$ cat src/rtl/core/md5_pkg.sv
package md5_pkg;

    localparam logic [31:0] MD5_IV0 = 32'h67452301;
    localparam logic [31:0] MD5_IV1 = 32'hEFCDAB89;
    localparam logic [31:0] MD5_IV2 = 32'h98BADCFE;
    localparam logic [31:0] MD5_IV3 = 32'h10325476;
    localparam logic [7:0]  PAD_BYTE = 8'h80;
    localparam logic [2:0]  FULL_WORD = 3'd4;

    typedef struct packed {
        logic        is_end;
        logic [2:0]  nbytes;
        logic [31:0] data;
    } md5_entry_t;

    function automatic logic [31:0] md5_sine(input logic [5:0] idx);
        logic [31:0] k;
        case (idx)
            6'd0:  k = 32'hd76aa478;
            6'd1:  k = 32'he8c7b756;
            6'd2:  k = 32'h242070db;
            6'd3:  k = 32'hc1bdceee;
            6'd4:  k = 32'hf57c0faf;
            6'd5:  k = 32'h4787c62a;
            6'd6:  k = 32'ha8304613;
            6'd7:  k = 32'hfd469501;
            6'd8:  k = 32'h698098d8;
            6'd9:  k = 32'h8b44f7af;
            6'd10: k = 32'hffff5bb1;
            6'd11: k = 32'h895cd7be;
            6'd12: k = 32'h6b901122;
            6'd13: k = 32'hfd987193;
            6'd14: k = 32'ha679438e;
            6'd15: k = 32'h49b40821;
            6'd16: k = 32'hf61e2562;
            6'd17: k = 32'hc040b340;
            6'd18: k = 32'h265e5a51;
            6'd19: k = 32'he9b6c7aa;
            6'd20: k = 32'hd62f105d;
            6'd21: k = 32'h02441453;
            6'd22: k = 32'hd8a1e681;
            6'd23: k = 32'he7d3fbc8;
            6'd24: k = 32'h21e1cde6;
            6'd25: k = 32'hc33707d6;
            6'd26: k = 32'hf4d50d87;
            6'd27: k = 32'h455a14ed;
            6'd28: k = 32'ha9e3e905;
            6'd29: k = 32'hfcefa3f8;
            6'd30: k = 32'h676f02d9;
            6'd31: k = 32'h8d2a4c8a;
            6'd32: k = 32'hfffa3942;
            6'd33: k = 32'h8771f681;
            6'd34: k = 32'h6d9d6122;
            6'd35: k = 32'hfde5380c;
            6'd36: k = 32'ha4beea44;
            6'd37: k = 32'h4bdecfa9;
            6'd38: k = 32'hf6bb4b60;
            6'd39: k = 32'hbebfbc70;
            6'd40: k = 32'h289b7ec6;
            6'd41: k = 32'heaa127fa;
            6'd42: k = 32'hd4ef3085;
            6'd43: k = 32'h04881d05;
            6'd44: k = 32'hd9d4d039;
            6'd45: k = 32'he6db99e5;
            6'd46: k = 32'h1fa27cf8;
            6'd47: k = 32'hc4ac5665;
            6'd48: k = 32'hf4292244;
            6'd49: k = 32'h432aff97;
            6'd50: k = 32'hab9423a7;
            6'd51: k = 32'hfc93a039;
            6'd52: k = 32'h655b59c3;
            6'd53: k = 32'h8f0ccc92;
            6'd54: k = 32'hffeff47d;
            6'd55: k = 32'h85845dd1;
            6'd56: k = 32'h6fa87e4f;
            6'd57: k = 32'hfe2ce6e0;
            6'd58: k = 32'ha3014314;
            6'd59: k = 32'h4e0811a1;
            6'd60: k = 32'hf7537e82;
            6'd61: k = 32'hbd3af235;
            6'd62: k = 32'h2ad7d2bb;
            default: k = 32'heb86d391;
        endcase
        return k;
    endfunction

    function automatic logic [4:0] md5_shift(input logic [5:0] idx);
        logic [4:0] s;
        case ({idx[5:4], idx[1:0]})
            4'h0: s = 5'd7;
            4'h1: s = 5'd12;
            4'h2: s = 5'd17;
            4'h3: s = 5'd22;
            4'h4: s = 5'd5;
            4'h5: s = 5'd9;
            4'h6: s = 5'd14;
            4'h7: s = 5'd20;
            4'h8: s = 5'd4;
            4'h9: s = 5'd11;
            4'ha: s = 5'd16;
            4'hb: s = 5'd23;
            4'hc: s = 5'd6;
            4'hd: s = 5'd10;
            4'he: s = 5'd15;
            default: s = 5'd21;
        endcase
        return s;
    endfunction

    function automatic logic [3:0] md5_index(input logic [5:0] idx);
        logic [3:0] i;
        logic [3:0] g;
        i = idx[3:0];
        case (idx[5:4])
            2'd0: g = i;
            2'd1: g = i * 4'd5 + 4'd1;
            2'd2: g = i * 4'd3 + 4'd5;
            default: g = i * 4'd7;
        endcase
        return g;
    endfunction

    function automatic logic [31:0] md5_func(input logic [1:0] rnd, input logic [31:0] b,
                                             input logic [31:0] c, input logic [31:0] d);
        logic [31:0] f;
        case (rnd)
            2'd0: f = (b & c) | (~b & d);
            2'd1: f = (d & b) | (~d & c);
            2'd2: f = b ^ c ^ d;
            default: f = c ^ (b | ~d);
        endcase
        return f;
    endfunction

    function automatic logic [31:0] md5_rotl(input logic [31:0] x, input logic [4:0] s);
        logic [63:0] dbl;
        dbl = {x, x} << s;
        return dbl[63:32];
    endfunction

endpackage

$ cat src/rtl/core/md5_front.sv
module md5_front (
    input  logic               clk,
    input  logic               rst_n,
    input  logic               byte_valid,
    output logic               byte_stall,
    input  logic [7:0]         data_byte,
    input  logic               has_byte,
    input  logic               end_of_message,
    output logic               push,
    output md5_pkg::md5_entry_t push_entry,
    input  logic               q_full
);
    import md5_pkg::*;

    logic [1:0]  lane_reg;
    logic [1:0]  lane_next;
    logic [31:0] word_reg;
    logic [31:0] merged;
    logic [31:0] padded;
    logic [2:0]  nb;
    logic        accept;

    assign byte_stall = q_full;
    assign accept = byte_valid & ~q_full;
    assign nb = {1'b0, lane_reg} + {2'b00, has_byte};

    always_comb
    begin
        merged = word_reg;
        if (has_byte)
        begin
            merged[{lane_reg, 3'b000} +: 8] = data_byte;
        end
        for (int k = 0; k < 4; k++)
        begin
            if (3'(k) < nb)
            begin
                padded[k*8 +: 8] = merged[k*8 +: 8];
            end
            else if (3'(k) == nb)
            begin
                padded[k*8 +: 8] = PAD_BYTE;
            end
            else
            begin
                padded[k*8 +: 8] = 8'h00;
            end
        end
    end

    assign push = accept & (end_of_message | (has_byte & (lane_reg == 2'd3)));
    assign push_entry.is_end = end_of_message;
    assign push_entry.nbytes = nb;
    assign push_entry.data = end_of_message ? padded : merged;

    always_comb
    begin
        lane_next = lane_reg;
        if (accept)
        begin
            if (end_of_message)
            begin
                lane_next = 2'd0;
            end
            else if (has_byte)
            begin
                lane_next = lane_reg + 2'd1;
            end
        end
    end

    always_ff @(posedge clk or negedge rst_n)
    begin
        if (!rst_n)
        begin
            lane_reg <= 2'd0;
        end
        else
        begin
            lane_reg <= lane_next;
        end
    end

    always_ff @(posedge clk)
    begin
        if (accept && has_byte)
        begin
            word_reg <= merged;
        end
    end

endmodule

$ cat src/rtl/core/md5_queue.sv
module md5_queue #(
    parameter int DEPTH = 4
) (
    input  logic               clk,
    input  logic               rst_n,
    input  logic               push,
    input  md5_pkg::md5_entry_t push_entry,
    output logic               full,
    input  logic               pop,
    output md5_pkg::md5_entry_t pop_entry,
    output logic               not_empty
);
    import md5_pkg::*;

    localparam int PW = (DEPTH > 1) ? $clog2(DEPTH) : 1;
    localparam int CW = $clog2(DEPTH + 1);
    localparam logic [PW-1:0] LAST_PTR = PW'(DEPTH - 1);
    localparam logic [CW-1:0] FULL_CNT = CW'(DEPTH);

    md5_entry_t    mem_reg [DEPTH];
    logic [PW-1:0] wr_ptr_reg;
    logic [PW-1:0] rd_ptr_reg;
    logic [CW-1:0] cnt_reg;
    logic          do_push;
    logic          do_pop;

    assign full = (cnt_reg == FULL_CNT);
    assign not_empty = (cnt_reg != '0);
    assign do_push = push & ~full;
    assign do_pop = pop & not_empty;
    assign pop_entry = mem_reg[rd_ptr_reg];

    always_ff @(posedge clk or negedge rst_n)
    begin
        if (!rst_n)
        begin
            wr_ptr_reg <= '0;
            rd_ptr_reg <= '0;
            cnt_reg <= '0;
        end
        else
        begin
            if (do_push)
            begin
                wr_ptr_reg <= (wr_ptr_reg == LAST_PTR) ? '0 : wr_ptr_reg + PW'(1);
            end
            if (do_pop)
            begin
                rd_ptr_reg <= (rd_ptr_reg == LAST_PTR) ? '0 : rd_ptr_reg + PW'(1);
            end
            if (do_push && !do_pop)
            begin
                cnt_reg <= cnt_reg + CW'(1);
            end
            else if (do_pop && !do_push)
            begin
                cnt_reg <= cnt_reg - CW'(1);
            end
        end
    end

    always_ff @(posedge clk)
    begin
        if (do_push)
        begin
            mem_reg[wr_ptr_reg] <= push_entry;
        end
    end

endmodule

$ cat src/rtl/core/md5_back.sv
module md5_back (
    input  logic               clk,
    input  logic               rst_n,
    input  logic               q_valid,
    input  md5_pkg::md5_entry_t q_entry,
    output logic               q_pop,
    output logic               digest_valid,
    input  logic               digest_stall,
    output logic [31:0]        digest_word,
    output logic [1:0]         word_index,
    output logic               last_word
);
    import md5_pkg::*;

    typedef enum logic [2:0] {
        B_IDLE,
        B_PADW,
        B_ZERO,
        B_LEN0,
        B_LEN1,
        B_ROUND,
        B_FOLD,
        B_OUT
    } state_t;

    state_t      state_reg;
    state_t      state_next;
    state_t      after_reg;
    state_t      after_next;
    state_t      desired;
    logic [3:0]  wpos_reg;
    logic [3:0]  wpos_next;
    logic [5:0]  cnt_reg;
    logic [5:0]  cnt_next;
    logic [63:0] count_reg;
    logic [63:0] count_next;
    logic [1:0]  oidx_reg;
    logic [1:0]  oidx_next;
    logic [31:0] a_reg, b_reg, c_reg, d_reg;
    logic [31:0] a_next, b_next, c_next, d_next;
    logic [31:0] chain_reg [4];
    logic [31:0] chain_next [4];
    logic [31:0] block_reg [16];
    logic        wr_en;
    logic [31:0] wr_data;
    logic [63:0] bits;
    logic [31:0] round_sum;
    logic [31:0] round_t;

    assign bits = {count_reg[60:0], 3'b000};
    assign q_pop = (state_reg == B_IDLE) & q_valid;

    assign round_sum = a_reg + md5_func(cnt_reg[5:4], b_reg, c_reg, d_reg)
                     + md5_sine(cnt_reg) + block_reg[md5_index(cnt_reg)];
    assign round_t = b_reg + md5_rotl(round_sum, md5_shift(cnt_reg));

    assign digest_valid = (state_reg == B_OUT);
    assign digest_word = chain_reg[oidx_reg];
    assign word_index = oidx_reg;
    assign last_word = (oidx_reg == 2'd3);

    always_comb
    begin
        state_next = state_reg;
        after_next = after_reg;
        desired = state_reg;
        wpos_next = wpos_reg;
        cnt_next = cnt_reg;
        count_next = count_reg;
        oidx_next = oidx_reg;
        a_next = a_reg;
        b_next = b_reg;
        c_next = c_reg;
        d_next = d_reg;
        chain_next = chain_reg;
        wr_en = 1'b0;
        wr_data = '0;
        case (state_reg)
            B_IDLE:
            begin
                if (q_valid)
                begin
                    wr_en = 1'b1;
                    wr_data = q_entry.data;
                    if (q_entry.is_end)
                    begin
                        count_next = count_reg + {61'd0, q_entry.nbytes};
                        desired = (q_entry.nbytes == FULL_WORD) ? B_PADW : B_ZERO;
                    end
                    else
                    begin
                        count_next = count_reg + 64'd4;
                        desired = B_IDLE;
                    end
                end
            end
            B_PADW:
            begin
                wr_en = 1'b1;
                wr_data = {24'd0, PAD_BYTE};
                desired = B_ZERO;
            end
            B_ZERO:
            begin
                if (wpos_reg == 4'd14)
                begin
                    state_next = B_LEN0;
                end
                else
                begin
                    wr_en = 1'b1;
                    desired = B_ZERO;
                end
            end
            B_LEN0:
            begin
                wr_en = 1'b1;
                wr_data = bits[31:0];
                desired = B_LEN1;
            end
            B_LEN1:
            begin
                wr_en = 1'b1;
                wr_data = bits[63:32];
                desired = B_OUT;
            end
            B_ROUND:
            begin
                a_next = d_reg;
                d_next = c_reg;
                c_next = b_reg;
                b_next = round_t;
                cnt_next = cnt_reg + 6'd1;
                if (cnt_reg == 6'd63)
                begin
                    state_next = B_FOLD;
                end
            end
            B_FOLD:
            begin
                chain_next[0] = chain_reg[0] + a_reg;
                chain_next[1] = chain_reg[1] + b_reg;
                chain_next[2] = chain_reg[2] + c_reg;
                chain_next[3] = chain_reg[3] + d_reg;
                state_next = after_reg;
            end
            B_OUT:
            begin
                if (!digest_stall)
                begin
                    if (oidx_reg == 2'd3)
                    begin
                        oidx_next = 2'd0;
                        count_next = '0;
                        chain_next[0] = MD5_IV0;
                        chain_next[1] = MD5_IV1;
                        chain_next[2] = MD5_IV2;
                        chain_next[3] = MD5_IV3;
                        state_next = B_IDLE;
                    end
                    else
                    begin
                        oidx_next = oidx_reg + 2'd1;
                    end
                end
            end
            default:
            begin
                state_next = B_IDLE;
            end
        endcase
        if (wr_en)
        begin
            wpos_next = wpos_reg + 4'd1;
            if (wpos_reg == 4'd15)
            begin
                state_next = B_ROUND;
                after_next = desired;
                cnt_next = '0;
                a_next = chain_reg[0];
                b_next = chain_reg[1];
                c_next = chain_reg[2];
                d_next = chain_reg[3];
            end
            else
            begin
                state_next = desired;
            end
        end
    end

    always_ff @(posedge clk or negedge rst_n)
    begin
        if (!rst_n)
        begin
            state_reg <= B_IDLE;
            after_reg <= B_IDLE;
            wpos_reg <= '0;
            cnt_reg <= '0;
            count_reg <= '0;
            oidx_reg <= '0;
            chain_reg[0] <= MD5_IV0;
            chain_reg[1] <= MD5_IV1;
            chain_reg[2] <= MD5_IV2;
            chain_reg[3] <= MD5_IV3;
        end
        else
        begin
            state_reg <= state_next;
            after_reg <= after_next;
            wpos_reg <= wpos_next;
            cnt_reg <= cnt_next;
            count_reg <= count_next;
            oidx_reg <= oidx_next;
            chain_reg <= chain_next;
        end
    end

    always_ff @(posedge clk)
    begin
        a_reg <= a_next;
        b_reg <= b_next;
        c_reg <= c_next;
        d_reg <= d_next;
        if (wr_en)
        begin
            block_reg[wpos_reg] <= wr_data;
        end
    end

endmodule

$ cat src/rtl/core/md5_stream_hasher.sv
// Per 64-byte block the back makes 16 word writes, 64 rounds and one fold; the queue
// holds the bytes off during the rounds, and twelve words then trickle in after them.
// After the end beat, the wait for the first digest word depends on how much zero
// fill is needed and whether a second padding block is needed.
// Asynchronous active-low reset restores the initial chain values; block words are not cleared.
module md5_stream_hasher #(
    parameter int QUEUE_DEPTH = 4
) (
    input  logic        clk,
    input  logic        rst_n,
    input  logic        byte_valid,
    output logic        byte_stall,
    input  logic [7:0]  data_byte,
    input  logic        has_byte,
    input  logic        end_of_message,
    output logic        digest_valid,
    input  logic        digest_stall,
    output logic [31:0] digest_word,
    output logic [1:0]  word_index,
    output logic        last_word
);
    import md5_pkg::*;

    logic       push;
    logic       q_full;
    logic       q_valid;
    logic       q_pop;
    md5_entry_t push_entry;
    md5_entry_t q_entry;

    md5_front u_front (
        .clk            (clk),
        .rst_n          (rst_n),
        .byte_valid     (byte_valid),
        .byte_stall     (byte_stall),
        .data_byte      (data_byte),
        .has_byte       (has_byte),
        .end_of_message (end_of_message),
        .push           (push),
        .push_entry     (push_entry),
        .q_full         (q_full)
    );

    md5_queue #(
        .DEPTH (QUEUE_DEPTH)
    ) u_queue (
        .clk        (clk),
        .rst_n      (rst_n),
        .push       (push),
        .push_entry (push_entry),
        .full       (q_full),
        .pop        (q_pop),
        .pop_entry  (q_entry),
        .not_empty  (q_valid)
    );

    md5_back u_back (
        .clk          (clk),
        .rst_n        (rst_n),
        .q_valid      (q_valid),
        .q_entry      (q_entry),
        .q_pop        (q_pop),
        .digest_valid (digest_valid),
        .digest_stall (digest_stall),
        .digest_word  (digest_word),
        .word_index   (word_index),
        .last_word    (last_word)
    );

endmodule

$ cat config.mk
export PLATFORM = sky130hd
export DESIGN_NAME = md5_stream_hasher
export DESIGN_NICKNAME = d
export VERILOG_FILES = /design/src/rtl/core/md5_pkg.sv /design/src/rtl/core/md5_front.sv /design/src/rtl/core/md5_queue.sv /design/src/rtl/core/md5_back.sv /design/src/rtl/core/md5_stream_hasher.sv
export SDC_FILE = /design/constraint.sdc
export NUM_CORES = 2
export LEC_CHECK = 0
export ABC_AREA = 1
export BUFFER_PORTS_ARGS = -buffer_cell sky130_fd_sc_hd__buf_2
export CAP_MARGIN = 25
export CORE_MARGIN = 5
export CORE_UTILIZATION = 25
export DETAILED_ROUTE_END_ITERATION = 6
export PLACE_DENSITY = 0.42
export SETUP_SLACK_MARGIN = 0.3
export SYNTH_ARGS = -nofsm -noshare
export SYNTH_HDL_FRONTEND = slang
export SYNTH_SLANG_ARGS = --single-unit
$ cat constraint.sdc
create_clock -name clk -period 14.98 [get_ports clk]
set_input_delay 0.749 -clock clk [delete_from_list [all_inputs] [get_ports clk]]
set_output_delay 0.749 -clock clk [all_outputs]
set_load 0.005 [all_outputs]
==> flow_summary.yaml <==
floorplanning:
  core-area_um2: 245000
  rows: 182
  die_area_um2: 256000
  dieHeight_um: 506
  die_w_um: 506
  start_util_pct: 25.0
  ios: 51
detailed_routing:
  vias: 53521
  route.met3.wl_mm: 10.4
  wl_mm: 246
  top_layer: "met4"
  wl_met1_mm: 113
  drc: 22
  first_pass_iters: 7
  ant_nets: 0
  wl_per_cell_um: 23.2
  wl_met2_mm: 115
  drt_iter0_markers: 4727
  vias_per_cell: 5.05
critical_path:
  critPathKind: "flop to flop"
  path_max_fanout: 152
  r2r_slack_ns: 2.62
  crit_slowest_cell: "nand2_8"
  crit_required_ns: 15.57
  cp-end-kind: "flop"
  arrival_ns: 12.95
  startpoint_type: "flop"
  cp_common_cell: "nand2_1"
  critical-path-max-stage-delay_ns: 0.79
timing:
  fin_ws_ns: 2.62
  fin_skew_ns: 0.0988
  rsz0062_at_grt: "false"
  finalSetupTns_ns: 0
  period_share_pct: 82.5
  fmax_mhz: 80.9
  setup-violations-final: 0
  min_period_ns: 12.36
  hold_viol_final: 0
  max_slew.worst_pin.slew_ns: 1.09
  drv_slew: 0
  slew_headroom_pct: 27.6
cells_and_area:
  largest_register_ffs: 512
  stdcell_area_um2: 69700
  multi_input_area_um2: 28100
  drive_gt1_share_pct: 7.23
  n_fill_cell: 26137
  area_growth_pct: 13.5
  final_nets: 7607
  seqCellArea_um2: 28700
clocking:
  cts_sinks: 1032
  clkTransAtPathRegs_ns: 0.06
  cts_resized: 0
  clk_latency_ns: 0.82
  clk_path_buf_depth: 3
  numCtsBuffers: 120
  htree_levels: 3
  cts_root_buf: "clkbuf_16"
  cts_tree: "built"
placement:
  dpl_cell_area_um2: 65700
  dpl_worst_slack_ns: 2.84
  dp_hpwl_mm: 170
  portBuffers: 50
  place_congestion: 0.923
logic_synthesis:
  yosysSeqAreaShare_pct: 46.7
  synthesis.instances: 7321
  netlist-cell-type-count: 74
  synthArstFlopShare_pct: 20.9
  synth-seq-cells: 1032
  synth_nets: 7645
  yosysWarnings: 0
  syn_avg_cell_area_um2: 8.39
  yosys_most_used_dff: "edfxtp_1"
  synth_area_um2: 61400
  synth_edf_count: 688
grt:
  grt.total_usage_pct: 18.5
  grt.overflow.total: 0
  grt_pass1_vias: 51443
  antenna_found_initial: 3
  grt_max_degree: 161
  grt_first_pass_wirelength_mm: 358
worst_hold_path:
  hold_path.class: "primary input to flop"
run_status:
  violations: "design-rule violations"
  status: "complete, but fails checks"
job:
  maxCapViolations: 0
[timing repair]
item / CTS / global route
hold endpoints to repair: 4 / 0
hold buffers: 1 / 0
setup endpoints to repair: 0 / 0
buffers inserted: 0 / 0
[final cells by class]
class                   instances  area share, %
flip-flops and latches       1032           41.2
multi-input cells            5024           40.3
well taps                    3220           5.78
inverters                     914           4.93
clock buffers                 163           4.71
repair buffers                191           1.99
clock inverters                63           1.08
diodes                          1        0.00359
[worst max-delay path: cells and delay by family (launching register included)]
kind,cells,cell delay [ns]
and+or+nand+nor,17,3.64
DFF,1,0.70
buffers and inverters,5,1.82
adders and majority gates,4,1.59
AOI/OAI and AO/OA,19,4.24
[path summary, 6_finish.rpt]
kind,start,depth (start not counted),endpoint
max,u_back.cnt_reg[4],45,u_back.b_reg[21]
min,end_of_message,1,u_queue.mem_reg[3][35]
max reg2reg,u_back.cnt_reg[4],45,u_back.b_reg[21]
min reg2reg,u_back.count_reg[24],1,u_back.count_reg[24]
max in group asynchronous,rst_n,6,u_back.count_reg[38]
min in group asynchronous,rst_n,2,u_back.chain_reg[54]
[synthesized netlist by cell type (all sizes together) (55+ instances only)]
cell | number | area [µm²]
o211ai | 72 | 541
ha | 239 | 2990
a31oi | 86 | 538
a21oi | 695 | 3480
nor2 | 714 | 2700
clkbuf | 296 | 1110
nand3 | 269 | 1360
fa | 71 | 1420
o22ai | 176 | 1100
nand2 | 1133 | 4270
dfstp | 64 | 1680
dfrtp | 152 | 3800
nor3 | 89 | 472
inv | 905 | 3400
buf | 55 | 251
dfxtp | 128 | 2560
o32ai | 63 | 552
xor2 | 74 | 648
o21ai | 954 | 4790
edfxtp | 688 | 20700
[stage by stage]
stage                     hold slack (ns)  util, %  std cells
after detailed placement            0.461     26.8      10378
after floorplan                     0.433        -       7321
after CTS                           0.163     28.4      10605
after global routing                0.196     28.4      10608
final                               0.237     28.4      10608
after global placement              0.455     26.7      10366
[cell families after synthesis]
| logic type | Yosys count | share of synthesized area [%] |
|---|---|---|
| and+or+nand+nor | 2309 | 15.4 |
| AOI/OAI and AO/OA | 2266 | 20.8 |
| buffers and inverters | 1265 | 7.80 |
| DFF | 1032 | 46.7 |
| adders and majority gates | 310 | 7.18 |
| xor gates and xnor gates | 125 | 1.78 |
| muxes | 14 | 0.230 |
[per-layer routing]
layer | global-route usage, % | up-vias
met5 | 0 | -
met4 | 5.34 | 0
met3 | 2.08 | 310
met2 | 30.8 | 1378
met1 | 25.4 | 26456
li1 | - | 25377
[placed cells by master, fill, tap and decap left out, drive strengths merged, types with 8 or more instances in the layout]
cell / synthesis / layout
dfxtp: 128 / 128
xor2: 74 / 74
dfrtp: 152 / 152
a21o: 8 / 8
o32ai: 63 / 63
o21bai: 12 / 12
o21a: 21 / 21
bufinv: 0 / 13
nand4: 37 / 37
clkinv: 9 / 45
a21oi: 695 / 695
buf: 55 / 189
a21boi: 22 / 22
o21ai: 954 / 954
edfxtp: 688 / 688
a31oi: 86 / 86
nand2: 1133 / 1133
inv: 905 / 910
clkinvlp: 0 / 9
a22oi: 19 / 19
nor3: 89 / 89
o22ai: 176 / 176
mux2i: 13 / 13
a32oi: 12 / 12
o31ai: 9 / 9
ha: 239 / 239
nor4: 19 / 19
nor2: 714 / 714
a211oi: 14 / 14
or2: 33 / 33
o211ai: 72 / 72
nand3: 269 / 269
xnor2: 51 / 51
o2111ai: 11 / 11
o221ai: 44 / 44
clkbuf: 296 / 164
fa: 71 / 71
a221oi: 19 / 19
dfstp: 64 / 64
Power is not shown: default switching activity piles up to over one toggle a cycle in this logic, so the estimate is an artifact.
